**config.mk**
```make
export PLATFORM = sky130hd
export DESIGN_NAME = calendar_clock_with_unix_time_top
export DESIGN_NICKNAME = d
export VERILOG_FILES = /design/src/hdl/ccut_pkg.sv /design/src/hdl/ccut_ctrl.sv /design/src/hdl/ccut_dp.sv /design/src/hdl/calendar_clock_with_unix_time_top.sv
export VERILOG_INCLUDE_DIRS = /design/src /design/src/hdl
export SDC_FILE = /design/constraint.sdc
export NUM_CORES = 1
export LEC_CHECK = 0
export ABC_AREA = 1
export BUFFER_PORTS_ARGS = -buffer_cell sky130_fd_sc_hd__buf_2
export CORE_MARGIN = 5
export CORE_UTILIZATION = 64
export CTS_BUF_LIST = sky130_fd_sc_hd__clkbuf_4
export DETAILED_ROUTE_END_ITERATION = 8
export PLACE_DENSITY = 0.94
export SLEW_MARGIN = 20
export SYNTH_ARGS = -nofsm -noshare
export SYNTH_HDL_FRONTEND = slang
export SYNTH_SLANG_ARGS = --single-unit
```
**constraint.sdc**
```tcl
create_clock -name clk -period 9.35 [get_ports clk]
set_clock_uncertainty 0.05 [all_clocks]
set_input_delay 0.935 -clock clk [delete_from_list [all_inputs] [get_ports clk]]
set_output_delay 0.935 -clock clk [all_outputs]
set_load 0.01 [all_outputs]
```
**src/hdl/assert_macros.svh**
```systemverilog
// Assertion macros shared by the calendar clock RTL.
// Depends on nothing; include by bare file name.
`ifndef ASSERT_MACROS_SVH
`define ASSERT_MACROS_SVH
`ifndef SYNTH
// Check an implication on every clock edge outside reset.
`define ASSERT_IMPL(label, clk, rst_n, ante, cons) \
	label: assert property (@(posedge clk) disable iff (!rst_n) (ante) |-> (cons)) \
	else $error("assertion failed");
// Check an implication in the next cycle.
`define ASSERT_NEXT(label, clk, rst_n, ante, cons) \
	label: assert property (@(posedge clk) disable iff (!rst_n) (ante) |=> (cons)) \
	else $error("assertion failed");
`else
`define ASSERT_IMPL(label, clk, rst_n, ante, cons)
`define ASSERT_NEXT(label, clk, rst_n, ante, cons)
`endif
`endif

```
**src/hdl/ccut_pkg.sv**
```systemverilog
// Package for the calendar clock: constants, command/status types, calendar functions.
// Depends on nothing.
package ccut_pkg;
	localparam int unsigned MaxYear = 2099;
	localparam logic [11:0] EPOCH_YEAR = 12'd1970;
	localparam logic [11:0] MAX_YEAR_C = 12'(MaxYear);
	localparam logic [16:0] SECS_PER_DAY = 17'd86400;
	localparam logic [1:0] KIND_TICK = 2'd0;
	localparam logic [1:0] KIND_SETCAL = 2'd1;
	localparam logic [1:0] KIND_SETUNIX = 2'd2;
	localparam logic [1:0] KIND_NONE = 2'd3;

	// Days from 1970-01-01 to the first day after MaxYear, and the same in seconds.
	localparam longint unsigned UnixLimitDays = 64'(MaxYear - 1969) * 64'd365 +
		64'(MaxYear / 4 - 492) - 64'(MaxYear / 100 - 19) + 64'(MaxYear / 400 - 4);
	localparam longint unsigned UnixLimitSecs = UnixLimitDays * 64'd86400;
	localparam logic [31:0] UNIX_LIMIT_C = 32'(UnixLimitSecs);

	// Command from controller to datapath.
	typedef struct packed {
		logic load;      // capture input item
		logic tick;      // advance one second
		logic cal_check; // check calendar set, begin epoch accumulation
		logic yr_step;   // add/subtract one year span
		logic mo_step;   // add/subtract one month span
		logic tod_step;  // split time of day one step
		logic commit;    // write state and result
		logic reject;    // result with unchanged state
	} ccut_cmd_t;

	// Status from datapath to controller.
	typedef struct packed {
		logic cal_ok;
		logic yr_done;
		logic mo_done;
		logic tod_done;
		logic unix_ok;
	} ccut_sts_t;

	// Leap rule over 1901..2199: every fourth year, except 2100.
	function automatic logic is_leap(input logic [11:0] y);
		begin
			is_leap = (y[1:0] == 2'd0) && (y != 12'd2100);
		end
	endfunction

	function automatic logic [4:0] days_in(input logic [11:0] y, input logic [3:0] m);
		begin
			case (m)
				4'd1, 4'd3, 4'd5, 4'd7, 4'd8, 4'd10, 4'd12: days_in = 5'd31;
				4'd4, 4'd6, 4'd9, 4'd11: days_in = 5'd30;
				4'd2: days_in = is_leap(y) ? 5'd29 : 5'd28;
				default: days_in = 5'd0;
			endcase
		end
	endfunction

	// Reduce 0..63 modulo 7 by compare and subtract.
	function automatic logic [2:0] mod7(input logic [5:0] v);
		logic [5:0] r;
		begin
			r = v;
			if (r >= 6'd56) r = r - 6'd56;
			if (r >= 6'd28) r = r - 6'd28;
			if (r >= 6'd14) r = r - 6'd14;
			if (r >= 6'd7) r = r - 6'd7;
			mod7 = r[2:0];
		end
	endfunction
endpackage

```
**src/hdl/ccut_ctrl.sv**
```systemverilog
// Controller state machine for the calendar clock.
// Depends on ccut_pkg.
module ccut_ctrl import ccut_pkg::*; (
	input  logic      clk,
	input  logic      arst_n,
	input  logic      in_valid,
	output logic      in_stall,
	input  logic [1:0] kind,
	input  logic      out_stall,
	output logic      out_valid,
	output ccut_cmd_t cmd,
	input  ccut_sts_t sts
);
	typedef enum logic [6:0] {
		S_IDLE = 7'b0000001,
		S_CAL  = 7'b0000010,
		S_YR   = 7'b0000100,
		S_MO   = 7'b0001000,
		S_TOD  = 7'b0010000,
		S_FIN  = 7'b0100000,
		S_OUT  = 7'b1000000
	} state_t;

	state_t state_q, state_d;
	logic   kind_cal_q, kind_unix_q, ok_q;
	logic   take;

	assign in_stall  = (state_q != S_IDLE);
	assign out_valid = (state_q == S_OUT);
	assign take      = in_valid && (state_q == S_IDLE);

	// Sequence the steps of one item.
	always_comb begin
		state_d = state_q;
		cmd = '0;
		unique case (state_q)
			S_IDLE: begin
				if (in_valid) begin
					cmd.load = 1'b1;
					if (kind == KIND_TICK) state_d = S_FIN;
					else if (kind == KIND_SETCAL) state_d = S_CAL;
					else if (kind == KIND_SETUNIX) state_d = S_YR;
					else state_d = S_FIN;
				end
			end
			S_CAL: begin
				cmd.cal_check = 1'b1;
				state_d = sts.cal_ok ? S_YR : S_FIN;
			end
			S_YR: begin
				cmd.yr_step = 1'b1;
				if (kind_unix_q && !sts.unix_ok) state_d = S_FIN;
				else if (sts.yr_done) state_d = S_MO;
			end
			S_MO: begin
				cmd.mo_step = 1'b1;
				if (sts.mo_done) state_d = S_TOD;
			end
			S_TOD: begin
				cmd.tod_step = 1'b1;
				if (sts.tod_done) state_d = S_FIN;
			end
			S_FIN: begin
				if (ok_q) cmd.commit = 1'b1;
				else cmd.reject = 1'b1;
				if (!(kind_cal_q || kind_unix_q) && ok_q) cmd.tick = 1'b1;
				state_d = S_OUT;
			end
			S_OUT: begin
				if (!out_stall) state_d = S_IDLE;
			end
			default: state_d = S_IDLE;
		endcase
	end

	// Register the state, item kind and outcome.
	always_ff @(posedge clk or negedge arst_n) begin
		if (!arst_n) begin
			state_q <= S_IDLE;
			kind_cal_q <= 1'b0;
			kind_unix_q <= 1'b0;
			ok_q <= 1'b0;
		end else begin
			state_q <= state_d;
			if (take) begin
				kind_cal_q <= (kind == KIND_SETCAL);
				kind_unix_q <= (kind == KIND_SETUNIX);
				ok_q <= (kind != KIND_NONE);
			end else if (state_q == S_CAL && !sts.cal_ok) begin
				ok_q <= 1'b0;
			end else if (state_q == S_YR && kind_unix_q && !sts.unix_ok) begin
				ok_q <= 1'b0;
			end
		end
	end

	`include "assert_macros.svh"
	`ASSERT_IMPL(a_onehot, clk, arst_n, 1'b1, $onehot(state_q))
	`ASSERT_IMPL(a_cmd_excl, clk, arst_n, 1'b1, !(cmd.commit && cmd.reject))
	`ASSERT_NEXT(a_fin_out, clk, arst_n, state_q == S_FIN, out_valid)
endmodule

```
**src/hdl/ccut_dp.sv**
```systemverilog
// Datapath for the calendar clock: state registers, year/month walk, time-of-day split.
// Depends on ccut_pkg.
module ccut_dp import ccut_pkg::*; (
	input  logic        clk,
	input  logic        arst_n,
	input  ccut_cmd_t   cmd,
	output ccut_sts_t   sts,
	input  logic [1:0]  kind,
	input  logic [11:0] set_year,
	input  logic [3:0]  set_month,
	input  logic [4:0]  set_day,
	input  logic [4:0]  set_hour,
	input  logic [5:0]  set_minute,
	input  logic [5:0]  set_second,
	input  logic [31:0] set_epoch_seconds,
	output logic        accepted,
	output logic [11:0] year,
	output logic [3:0]  month,
	output logic [4:0]  day,
	output logic [4:0]  hour,
	output logic [5:0]  minute,
	output logic [5:0]  second,
	output logic [2:0]  weekday,
	output logic [31:0] epoch_seconds
);
	// Captured item.
	logic        unix_q;
	logic [11:0] sy_q;
	logic [3:0]  sm_q;
	logic [4:0]  sd_q, sh_q;
	logic [5:0]  smi_q, ss_q;
	logic [31:0] t_q;
	// Walk registers.
	logic [11:0] wy_q;
	logic [3:0]  wm_q;
	logic [16:0] days_q;   // days counted before target (unix set)
	logic [31:0] rem_q;    // seconds remaining (unix set)
	logic [4:0]  wh_q;
	logic [5:0]  wmi_q;
	logic [2:0]  wd_q;     // weekday walk
	logic [31:0] acc_q;    // epoch accumulation (cal set)
	// Clock state.
	logic [11:0] cy_q;
	logic [3:0]  cm_q;
	logic [4:0]  cd_q, ch_q;
	logic [5:0]  cmi_q, cs_q;
	logic [2:0]  cw_q;
	logic [31:0] ce_q;
	logic        acc_ok_q;

	logic        leap_w;
	logic [31:0] yspan, mspan;
	logic [4:0]  dim_w;
	logic [31:0] limit;
	logic [2:0]  wd_yr, wd_mo;

	assign limit  = UNIX_LIMIT_C;
	assign leap_w = is_leap(wy_q);
	assign yspan  = leap_w ? 32'd31622400 : 32'd31536000;
	assign dim_w  = days_in(wy_q, wm_q);
	assign mspan  = 32'(dim_w) * 32'(SECS_PER_DAY);
	// Weekday moves by 1 or 2 over a year, by days mod 7 over a month.
	assign wd_yr  = mod7(6'(wd_q) + (leap_w ? 6'd2 : 6'd1));
	assign wd_mo  = mod7(6'(wd_q) + 6'(dim_w - 5'd28));

	// Set checks, walk ends; calendar counts years below target, Unix subtracts spans.
	always_comb begin
		sts = '0;
		sts.cal_ok = (sm_q >= 4'd1) && (sm_q <= 4'd12) && (sh_q <= 5'd23) &&
			(smi_q <= 6'd59) && (ss_q <= 6'd59) && (sy_q >= EPOCH_YEAR) &&
			(sy_q <= MAX_YEAR_C) && (sd_q >= 5'd1) && (sd_q <= days_in(sy_q, sm_q));
		sts.unix_ok = (t_q < limit);
		sts.yr_done = unix_q ? (rem_q < yspan) : (wy_q == sy_q);
		sts.mo_done = unix_q ? ((rem_q < mspan) || (wm_q >= 4'd12)) : (wm_q == sm_q);
		sts.tod_done = unix_q ? (rem_q < 32'(SECS_PER_DAY)) && (rem_q < 32'd3600) &&
			(rem_q < 32'd60) : 1'b1;
	end

	// Clock tick logic.
	logic [11:0] ty;
	logic [3:0]  tm;
	logic [4:0]  td, th;
	logic [5:0]  tmi, ts;
	logic [2:0]  tw;
	logic [31:0] te;
	logic        twrap;
	always_comb begin
		ty = cy_q; tm = cm_q; td = cd_q; th = ch_q; tmi = cmi_q; ts = cs_q; tw = cw_q;
		te = ce_q + 32'd1;
		twrap = 1'b0;
		if (cs_q != 6'd59) ts = cs_q + 6'd1;
		else begin
			ts = '0;
			if (cmi_q != 6'd59) tmi = cmi_q + 6'd1;
			else begin
				tmi = '0;
				if (ch_q != 5'd23) th = ch_q + 5'd1;
				else begin
					th = '0;
					tw = (cw_q == 3'd6) ? 3'd0 : cw_q + 3'd1;
					if (cd_q < days_in(cy_q, cm_q)) td = cd_q + 5'd1;
					else begin
						td = 5'd1;
						if (cm_q < 4'd12) tm = cm_q + 4'd1;
						else begin
							tm = 4'd1;
							if (cy_q >= MAX_YEAR_C) twrap = 1'b1;
							else ty = cy_q + 12'd1;
						end
					end
				end
			end
		end
	end

	always_ff @(posedge clk) begin
		if (cmd.load) begin
			unix_q <= (kind == KIND_SETUNIX);
			sy_q <= set_year; sm_q <= set_month; sd_q <= set_day;
			sh_q <= set_hour; smi_q <= set_minute; ss_q <= set_second;
			t_q <= set_epoch_seconds;
			rem_q <= set_epoch_seconds;
			wy_q <= EPOCH_YEAR; wm_q <= 4'd1; wd_q <= 3'd4;
			days_q <= '0; wh_q <= '0; wmi_q <= '0;
		end
		if (cmd.cal_check) begin
			acc_q <= 32'(sh_q) * 32'd3600 + 32'(smi_q) * 32'd60 + 32'(ss_q);
		end
		if (cmd.yr_step && !sts.yr_done) begin
			wy_q <= wy_q + 12'd1;
			wd_q <= wd_yr;
			if (unix_q) rem_q <= rem_q - yspan;
			else acc_q <= acc_q + yspan;
		end
		if (cmd.mo_step && !sts.mo_done) begin
			wm_q <= wm_q + 4'd1;
			wd_q <= wd_mo;
			if (unix_q) rem_q <= rem_q - mspan;
			else acc_q <= acc_q + mspan;
		end
		if (cmd.mo_step && sts.mo_done && !unix_q) begin
			acc_q <= acc_q + 32'(sd_q - 5'd1) * 32'(SECS_PER_DAY);
			wd_q <= mod7(6'(wd_q) + 6'(sd_q - 5'd1));
		end
		// Split remaining seconds: days, then hours, then minutes.
		if (cmd.tod_step && !sts.tod_done) begin
			if (rem_q >= 32'(SECS_PER_DAY)) begin
				rem_q <= rem_q - 32'(SECS_PER_DAY);
				days_q <= days_q + 17'd1;
				wd_q <= (wd_q == 3'd6) ? 3'd0 : wd_q + 3'd1;
			end else if (rem_q >= 32'd3600) begin
				rem_q <= rem_q - 32'd3600;
				wh_q <= wh_q + 5'd1;
			end else begin
				rem_q <= rem_q - 32'd60;
				wmi_q <= wmi_q + 6'd1;
			end
		end
	end

	// Commit state and result.
	always_ff @(posedge clk or negedge arst_n) begin
		if (!arst_n) begin
			cy_q <= EPOCH_YEAR; cm_q <= 4'd1; cd_q <= 5'd1; ch_q <= '0;
			cmi_q <= '0; cs_q <= '0; cw_q <= 3'd4; ce_q <= '0; acc_ok_q <= 1'b0;
		end else begin
			if (cmd.reject) acc_ok_q <= 1'b0;
			if (cmd.commit) begin
				acc_ok_q <= 1'b1;
				if (cmd.tick) begin
					if (twrap) begin
						cy_q <= EPOCH_YEAR; cm_q <= 4'd1; cd_q <= 5'd1; ch_q <= '0;
						cmi_q <= '0; cs_q <= '0; cw_q <= 3'd4; ce_q <= '0;
					end else begin
						cy_q <= ty; cm_q <= tm; cd_q <= td; ch_q <= th;
						cmi_q <= tmi; cs_q <= ts; cw_q <= tw; ce_q <= te;
					end
				end else if (unix_q) begin
					cy_q <= wy_q; cm_q <= wm_q; cd_q <= 5'(days_q) + 5'd1;
					ch_q <= wh_q; cmi_q <= wmi_q; cs_q <= rem_q[5:0];
					cw_q <= wd_q; ce_q <= t_q;
				end else begin
					cy_q <= sy_q; cm_q <= sm_q; cd_q <= sd_q; ch_q <= sh_q;
					cmi_q <= smi_q; cs_q <= ss_q; cw_q <= wd_q; ce_q <= acc_q;
				end
			end
		end
	end

	assign accepted = acc_ok_q;
	assign year = cy_q; assign month = cm_q; assign day = cd_q; assign hour = ch_q;
	assign minute = cmi_q; assign second = cs_q; assign weekday = cw_q;
	assign epoch_seconds = ce_q;

	`include "assert_macros.svh"
	`ASSERT_IMPL(a_month_rng, clk, arst_n, 1'b1, cm_q >= 4'd1 && cm_q <= 4'd12)
	`ASSERT_IMPL(a_wd_rng, clk, arst_n, 1'b1, cw_q <= 3'd6)
	`ASSERT_NEXT(a_rej_hold, clk, arst_n, cmd.reject, $stable(ce_q) && $stable(cy_q))
endmodule

```
**src/hdl/calendar_clock_with_unix_time_top.sv**
```systemverilog
// Top level of the calendar clock with Unix seconds count.
// Depends on ccut_pkg, ccut_ctrl, ccut_dp.
//
// Usage:
//  Input channel in_valid/in_stall carries one command: kind 0 advances one
//  second, kind 1 sets calendar fields, kind 2 sets from Unix seconds.
//  Output channel out_valid/out_stall returns one result per command: the
//  accepted flag and the full clock state after the command.
//  A tick passes the finish state only; a rejected set ends at the field check
//  or the Unix range check. A calendar set checks the fields, then walks one
//  year per cycle from 1970 and one month per cycle. A Unix set walks years
//  and months, then splits days, hours and minutes one per cycle.
//  One command is in work at a time; in_stall is high until the result is
//  taken, and the next command transfers in the cycle after at the earliest.
//  While out_stall is high the result holds.
//  Reset sets 1970-01-01 00:00:00, Thursday, Unix seconds 0.
module calendar_clock_with_unix_time_top import ccut_pkg::*; (
	input  logic        clk,
	input  logic        arst_n,
	input  logic        in_valid,
	output logic        in_stall,
	input  logic [1:0]  kind,
	input  logic [11:0] set_year,
	input  logic [3:0]  set_month,
	input  logic [4:0]  set_day,
	input  logic [4:0]  set_hour,
	input  logic [5:0]  set_minute,
	input  logic [5:0]  set_second,
	input  logic [31:0] set_epoch_seconds,
	output logic        out_valid,
	input  logic        out_stall,
	output logic        accepted,
	output logic [11:0] year,
	output logic [3:0]  month,
	output logic [4:0]  day,
	output logic [4:0]  hour,
	output logic [5:0]  minute,
	output logic [5:0]  second,
	output logic [2:0]  weekday,
	output logic [31:0] epoch_seconds
);
	ccut_cmd_t cmd;
	ccut_sts_t sts;

	ccut_ctrl u_ctrl (
		.clk, .arst_n, .in_valid, .in_stall, .kind, .out_stall, .out_valid,
		.cmd, .sts
	);

	ccut_dp u_dp (
		.clk, .arst_n, .cmd, .sts, .kind, .set_year, .set_month, .set_day,
		.set_hour, .set_minute, .set_second, .set_epoch_seconds, .accepted,
		.year, .month, .day, .hour, .minute, .second, .weekday, .epoch_seconds
	);
endmodule

```
[Word-level counts from Yosys, hierarchy flattened]
Cells that the tools add are included.
Word-level totals
  flip-flop bits (word level): 266
  bits of input ports: 76
  output and inout port bits: 76
  logic and storage cells: 376
Operators by class
  $add $sub $neg: 43
  $mul: 4
  order comparisons: 33
  eq/ne operators: 68
  multiplexer cells: 146
  reduce and logical (&&, ||, !) cells: 53
Operators by type and width (count)
  32-bit two-way mux: 17
  6-bit two-way mux: 28
  12-bit two-way mux: 11
  5-bit two-way mux: 20
  32-bit adder: 2
  4-bit == test (second input constant): 15
  17-bit two-way mux: 3
  7-bit two-way mux: 7
  7-bit case mux with 7 select lines: 1
  4-bit by 3-bit == test with 1-bit output (second input constant): 12
  3-bit two-way mux: 16
  5-bit case mux with 3 select lines: 3
  4-bit two-way mux: 10
  12-bit != test (second input constant): 3
  32-bit by 1-bit adder with 32-bit output (second input constant): 1
  32-bit by 22-bit adder with 32-bit output: 1
  32-bit by 6-bit adder with 32-bit output: 1
  32-bit by 12-bit >= comparator with 1-bit output (second input constant): 1
  32-bit by 17-bit >= comparator with 1-bit output (second input constant): 1
  32-bit by 12-bit less-than comparator with 1-bit output (second input constant): 1
  32-bit by 17-bit less-than comparator with 1-bit output (second input constant): 1
  32-bit by 22-bit less-than comparator with 1-bit output: 1
  32-bit less-than comparator: 1
  32-bit less-than comparator (second input constant): 1
  77 further kinds: 189

[Longest topological paths before layout]
  depth after elaboration: 22
  gate-level depth with buffers: 38
  mapped depth without buffers: 38

[By module]
A second synthesis with hierarchy kept.
Unflattened totals
  cell total of the unflattened synthesis: 3387
  area total of the unflattened synthesis: 24263.3 µm²
Modules (own cells, without submodules)
  ccut_dp: times used 1, cells an instance 3273, area each 23507.5 µm², sequential area each 6278.5 µm²
  ccut_ctrl: times used 1, cells an instance 114, area each 755.7 µm², sequential area each 251.5 µm²

[Least setup slack after synthesis]
No wires, ideal clock.
  path kind: reg2reg
  start: register u_dp.sd_q[3]
  end: register u_dp.acc_q[29]
  setup time: 0.113 ns
  arrival: 6.324 ns
  required time: 9.187 ns
  setup slack: 2.863 ns
  stages on the path, launching flop included: 30
  path buffers: 1
  period minus slack after synthesis: 6.487 ns
  path through: edfxtp_1 -> inv_1 -> ha_1 -> nand2_1 -> nand2_1 -> buf_1 -> fa_1 -> xor2_1 -> xor2_1 -> ha_1 -> inv_1 -> fa_1 -> inv_1 -> ha_1 -> a21oi_1 -> o21ai_0 -> a21oi_1 -> o21ai_0 -> a211oi_1 -> a31o_2 -> o21bai_1 -> ha_1 -> nand2_1 -> o21ai_0 -> a21oi_1 -> o21ai_0 -> a31oi_1 -> xor2_1 -> nand2_1 -> nand2_1
On the way
  longest elaborated chain between the ends: 4
RTL lines
  start: declaration: RTL line ccut_dp.sv:30  | logic [4:0] sd_q, sh_q;
  start signal: assignment: RTL line ccut_dp.sv:119  | sy_q <= set_year; sm_q <= set_month; sd_q <= set_day;
  5-bit by 1-bit subtractor with 6-bit output: RTL line ccut_dp.sv:142  | acc_q <= acc_q + 32'(sd_q - 5'd1) * 32'(SECS_PER_DAY);
  32-bit by 10-bit multiplier with 25-bit output: RTL line ccut_dp.sv:142
  32-bit adder: RTL line ccut_dp.sv:142
  32-bit two-way mux: RTL line ccut_dp.sv:141  | if (cmd.mo_step && sts.mo_done && !unix_q) begin
  end signal: assignment: RTL line ccut_dp.sv:133  | else acc_q <= acc_q + yspan;
  end signal: assignment: RTL line ccut_dp.sv:139  | else acc_q <= acc_q + mspan;
  end signal: assignment: RTL line ccut_dp.sv:142
  end: declaration: RTL line ccut_dp.sv:41  | logic [31:0] acc_q;
Every way passes these cells.
A chain may end at the register's enable or synchronous reset.

[Worst setup path in the final report]
  start: register u_dp.sd_q[1]
  end: register u_dp.acc_q[29]
The elaborated chain is that of the path after synthesis.

==> metrics.txt <==
R2R Setup Slk=2420 ps; final period demand of the worst path=6933 ps; WL/cell=approximately 19 um; fmax=144.2 MHz; CTS Buffer Depth=3; Seq cells post-synth=between 200 and 300; fill count=between 2k and 3k; H-tree levels=3; initial core utilization=0.6499; first-pass GRT wire length=about 130,000 um; Final WS setup=~2400 ps; Crit Path Max Fanout=6; synth top area cells=edfxtp_1, ha_1, nand2_1, dfrtp_1, inv_1; drt pass-1 iters=7; dpl hpwl=62,060 um; status=complete, no violations; CP max stage cell=fa_1; Synth top area share=0.1233; Antenna Nets Post-Route=0; largest net degree at the start of global routing=63; total CTS buffers=74; row count=between 70 and 80; GRT busiest layer=met2; worst-skew pair later-pin latency=800 ps; Req. time, crit path=~10000 ps; clk root buf=clkbuf_4; Rel. slew slack=0.2385; unrepaired setup endpoints after global routing=no; postcts setup bufs=0; I/O Buffers=roughly 150; gr usage total=0.3755; Synth async-reset ratio=0.3307; Post-Synthesis Cells=about 3.5k; Post-Syn Area per Cell=7.043 um^2; max_cap viols=0; Die ar.=around 0.042 mm^2; grt total ovfl=0; Main synth FF type=edfxtp_1; routed via count=26.04k; die width=206.0 um; Final Max Tran Viols=0; Post-synth EDFFs=101; core area=between 0.03 and 0.04 mm^2; clk slew on worst S/H paths=80 ps; area of the multi-input gates=0.01578 mm^2; initial antenna violation count=5; syn_nets=3,835; # setup viols final=0; Worst Tran Pin Value=around 1100 ps; WP buf/inv=4; met1 usage=0.4816; distinct cell type count after synthesis=68; CTS tree=yes; Setup TNS Final=0 ps; Register Area=0.006530 mm^2; DR DRC count=0; Die Ht=206.0 um; yosys warns=0; Sink Count=254; top cell type by total area after synthesis=edfxtp_1; Worst path max stage delay=between 500 and 600 ps; GP Congestion=1.041; Final Cycle Share=0.7415; GR Layer Usage met3=0.1023; Placement Setup Slack=2547 ps; share of cells above drive strength 1=0.1070; Mapped Area=0.02459 mm^2; CP Capture Type=flip-flop; final wirelength=81,440 um; vias in the first global route=24.69k; P&R area growth vs syn=8.740%; Fin. Hold Viols=0; Startpoint Class=flip-flop; CP Data Arrival Time=7550 ps; initial drt markers=3,909; CTS-repair resized insts=0; I/O Pins=between 150 and 200; cell family with most CP delay=adder cells; M2 GR Usage=0.5897; Via density=6.165; Layout Nets=3,991; HP Class=in2async; critical path class=reg2reg; CTS Hold Buffers Added=0; Seq/Total Area, Yosys=0.2655
-- flip-flops by register name (all words and copies together), names as in the netlist, 6 cells and up --
register and count:
u_ctrl.state_q 7, u_dp.acc_q 32, u_dp.epoch_seconds 32, u_dp.minute 6
u_dp.rem_q 32, u_dp.second 6, u_dp.smi_q 6, u_dp.ss_q 6
u_dp.sy_q 12, u_dp.t_q 32, u_dp.wmi_q 6, u_dp.wy_q 12
u_dp.year 12
-- path summary, 6_finish.rpt --
kind | startpoint | endpoint | cells after the start
worst max-delay path | u_dp.sd_q[1] | u_dp.acc_q[29] | 29
worst min-delay path | arst_n | u_dp.year[2] | 1
worst max register to register | u_dp.sd_q[1] | u_dp.acc_q[29] | 29
worst min register to register | u_dp.days_q[4] | u_dp.days_q[4] | 2
max in group asynchronous | arst_n | u_ctrl.state_q[5] | 2
min in group clk | set_second[2] | u_dp.ss_q[2] | 1
-- stage by stage --
step	cell area, um^2	util	cells	hold WS, ps
2_1_floorplan	24590	-	3492	387.6
3_3_place_gp	25750	0.6804	4083	401.8
3_5_place_dp	25750	0.6804	4083	405.1
4_1_cts	26730	0.7063	4221	54.84
5_1_grt	26740	0.7067	4224	85.80
6_report	26740	0.7067	4224	69.68
-- cell families after synthesis --
kind of cell               synth area share
AOI/OAI and AO/OA                    0.1736
xor gates and xnor gates            0.06980
adders and majority gates            0.1453
buffers and inverters               0.09345
DFF                                  0.2655
muxes                              0.003001
and+or+nand+nor                      0.2493
-- per-layer routing --
| layer | share of wire | up-vias |
|---|---|---|
| met5 | 0.00055 | - |
| met4 | 0.057 | 4 |
| met3 | 0.14 | 375 |
| met2 | 0.43 | 1783 |
| met1 | 0.37 | 11818 |
| li1 | - | 12061 |
-- layout by cell type, fill, tap and decap left out, types with 52 or more instances in the layout --
master	Yosys	layout
inv_1	477	476
dfrtp_1	73	73
ha_1	236	236
nand2_1	731	731
xor2_1	152	152
a21oi_1	248	248
o21ai_0	311	310
nor3_1	56	56
nor2_1	271	270
nand3_1	213	213
clkbuf_4	0	108
buf_2	18	150
nand4_1	52	52
dfxtp_1	69	69
edfxtp_1	101	101
-- synthesized netlist by cell type, types with 10 or more instances --
cell type	instances
nand2_1	731
inv_1	477
o21ai_0	311
nor2_1	271
a21oi_1	248
ha_1	236
nand3_1	213
xor2_1	152
edfxtp_1	101
dfrtp_1	73
dfxtp_1	69
nor3_1	56
clkbuf_1	55
nand4_1	52
o211ai_1	44
xnor2_1	44
fa_1	31
a31oi_1	28
inv_2	24
a22oi_1	19
o22ai_1	19
buf_2	18
or2_2	18
o21ai_1	17
nor4_1	16
a211oi_1	12
dfstp_2	11
o21bai_1	11
buf_1	10
-- layout make-up --
cell class | count | share of cell area
Antenna cell | 3 | 0.0002807
Clock buffer | 108 | 0.03032
Clock inverter | 30 | 0.006316
Inverter | 503 | 0.07064
Multi-Input combinational cell | 2643 | 0.5901
Sequential cell | 254 | 0.2442
Tap cell | 511 | 0.02391
Timing Repair Buffer | 172 | 0.03425
Power is left out: the tool's default activity adds up to more than one toggle a clock period on the data nets, which glitch-free logic cannot reach.
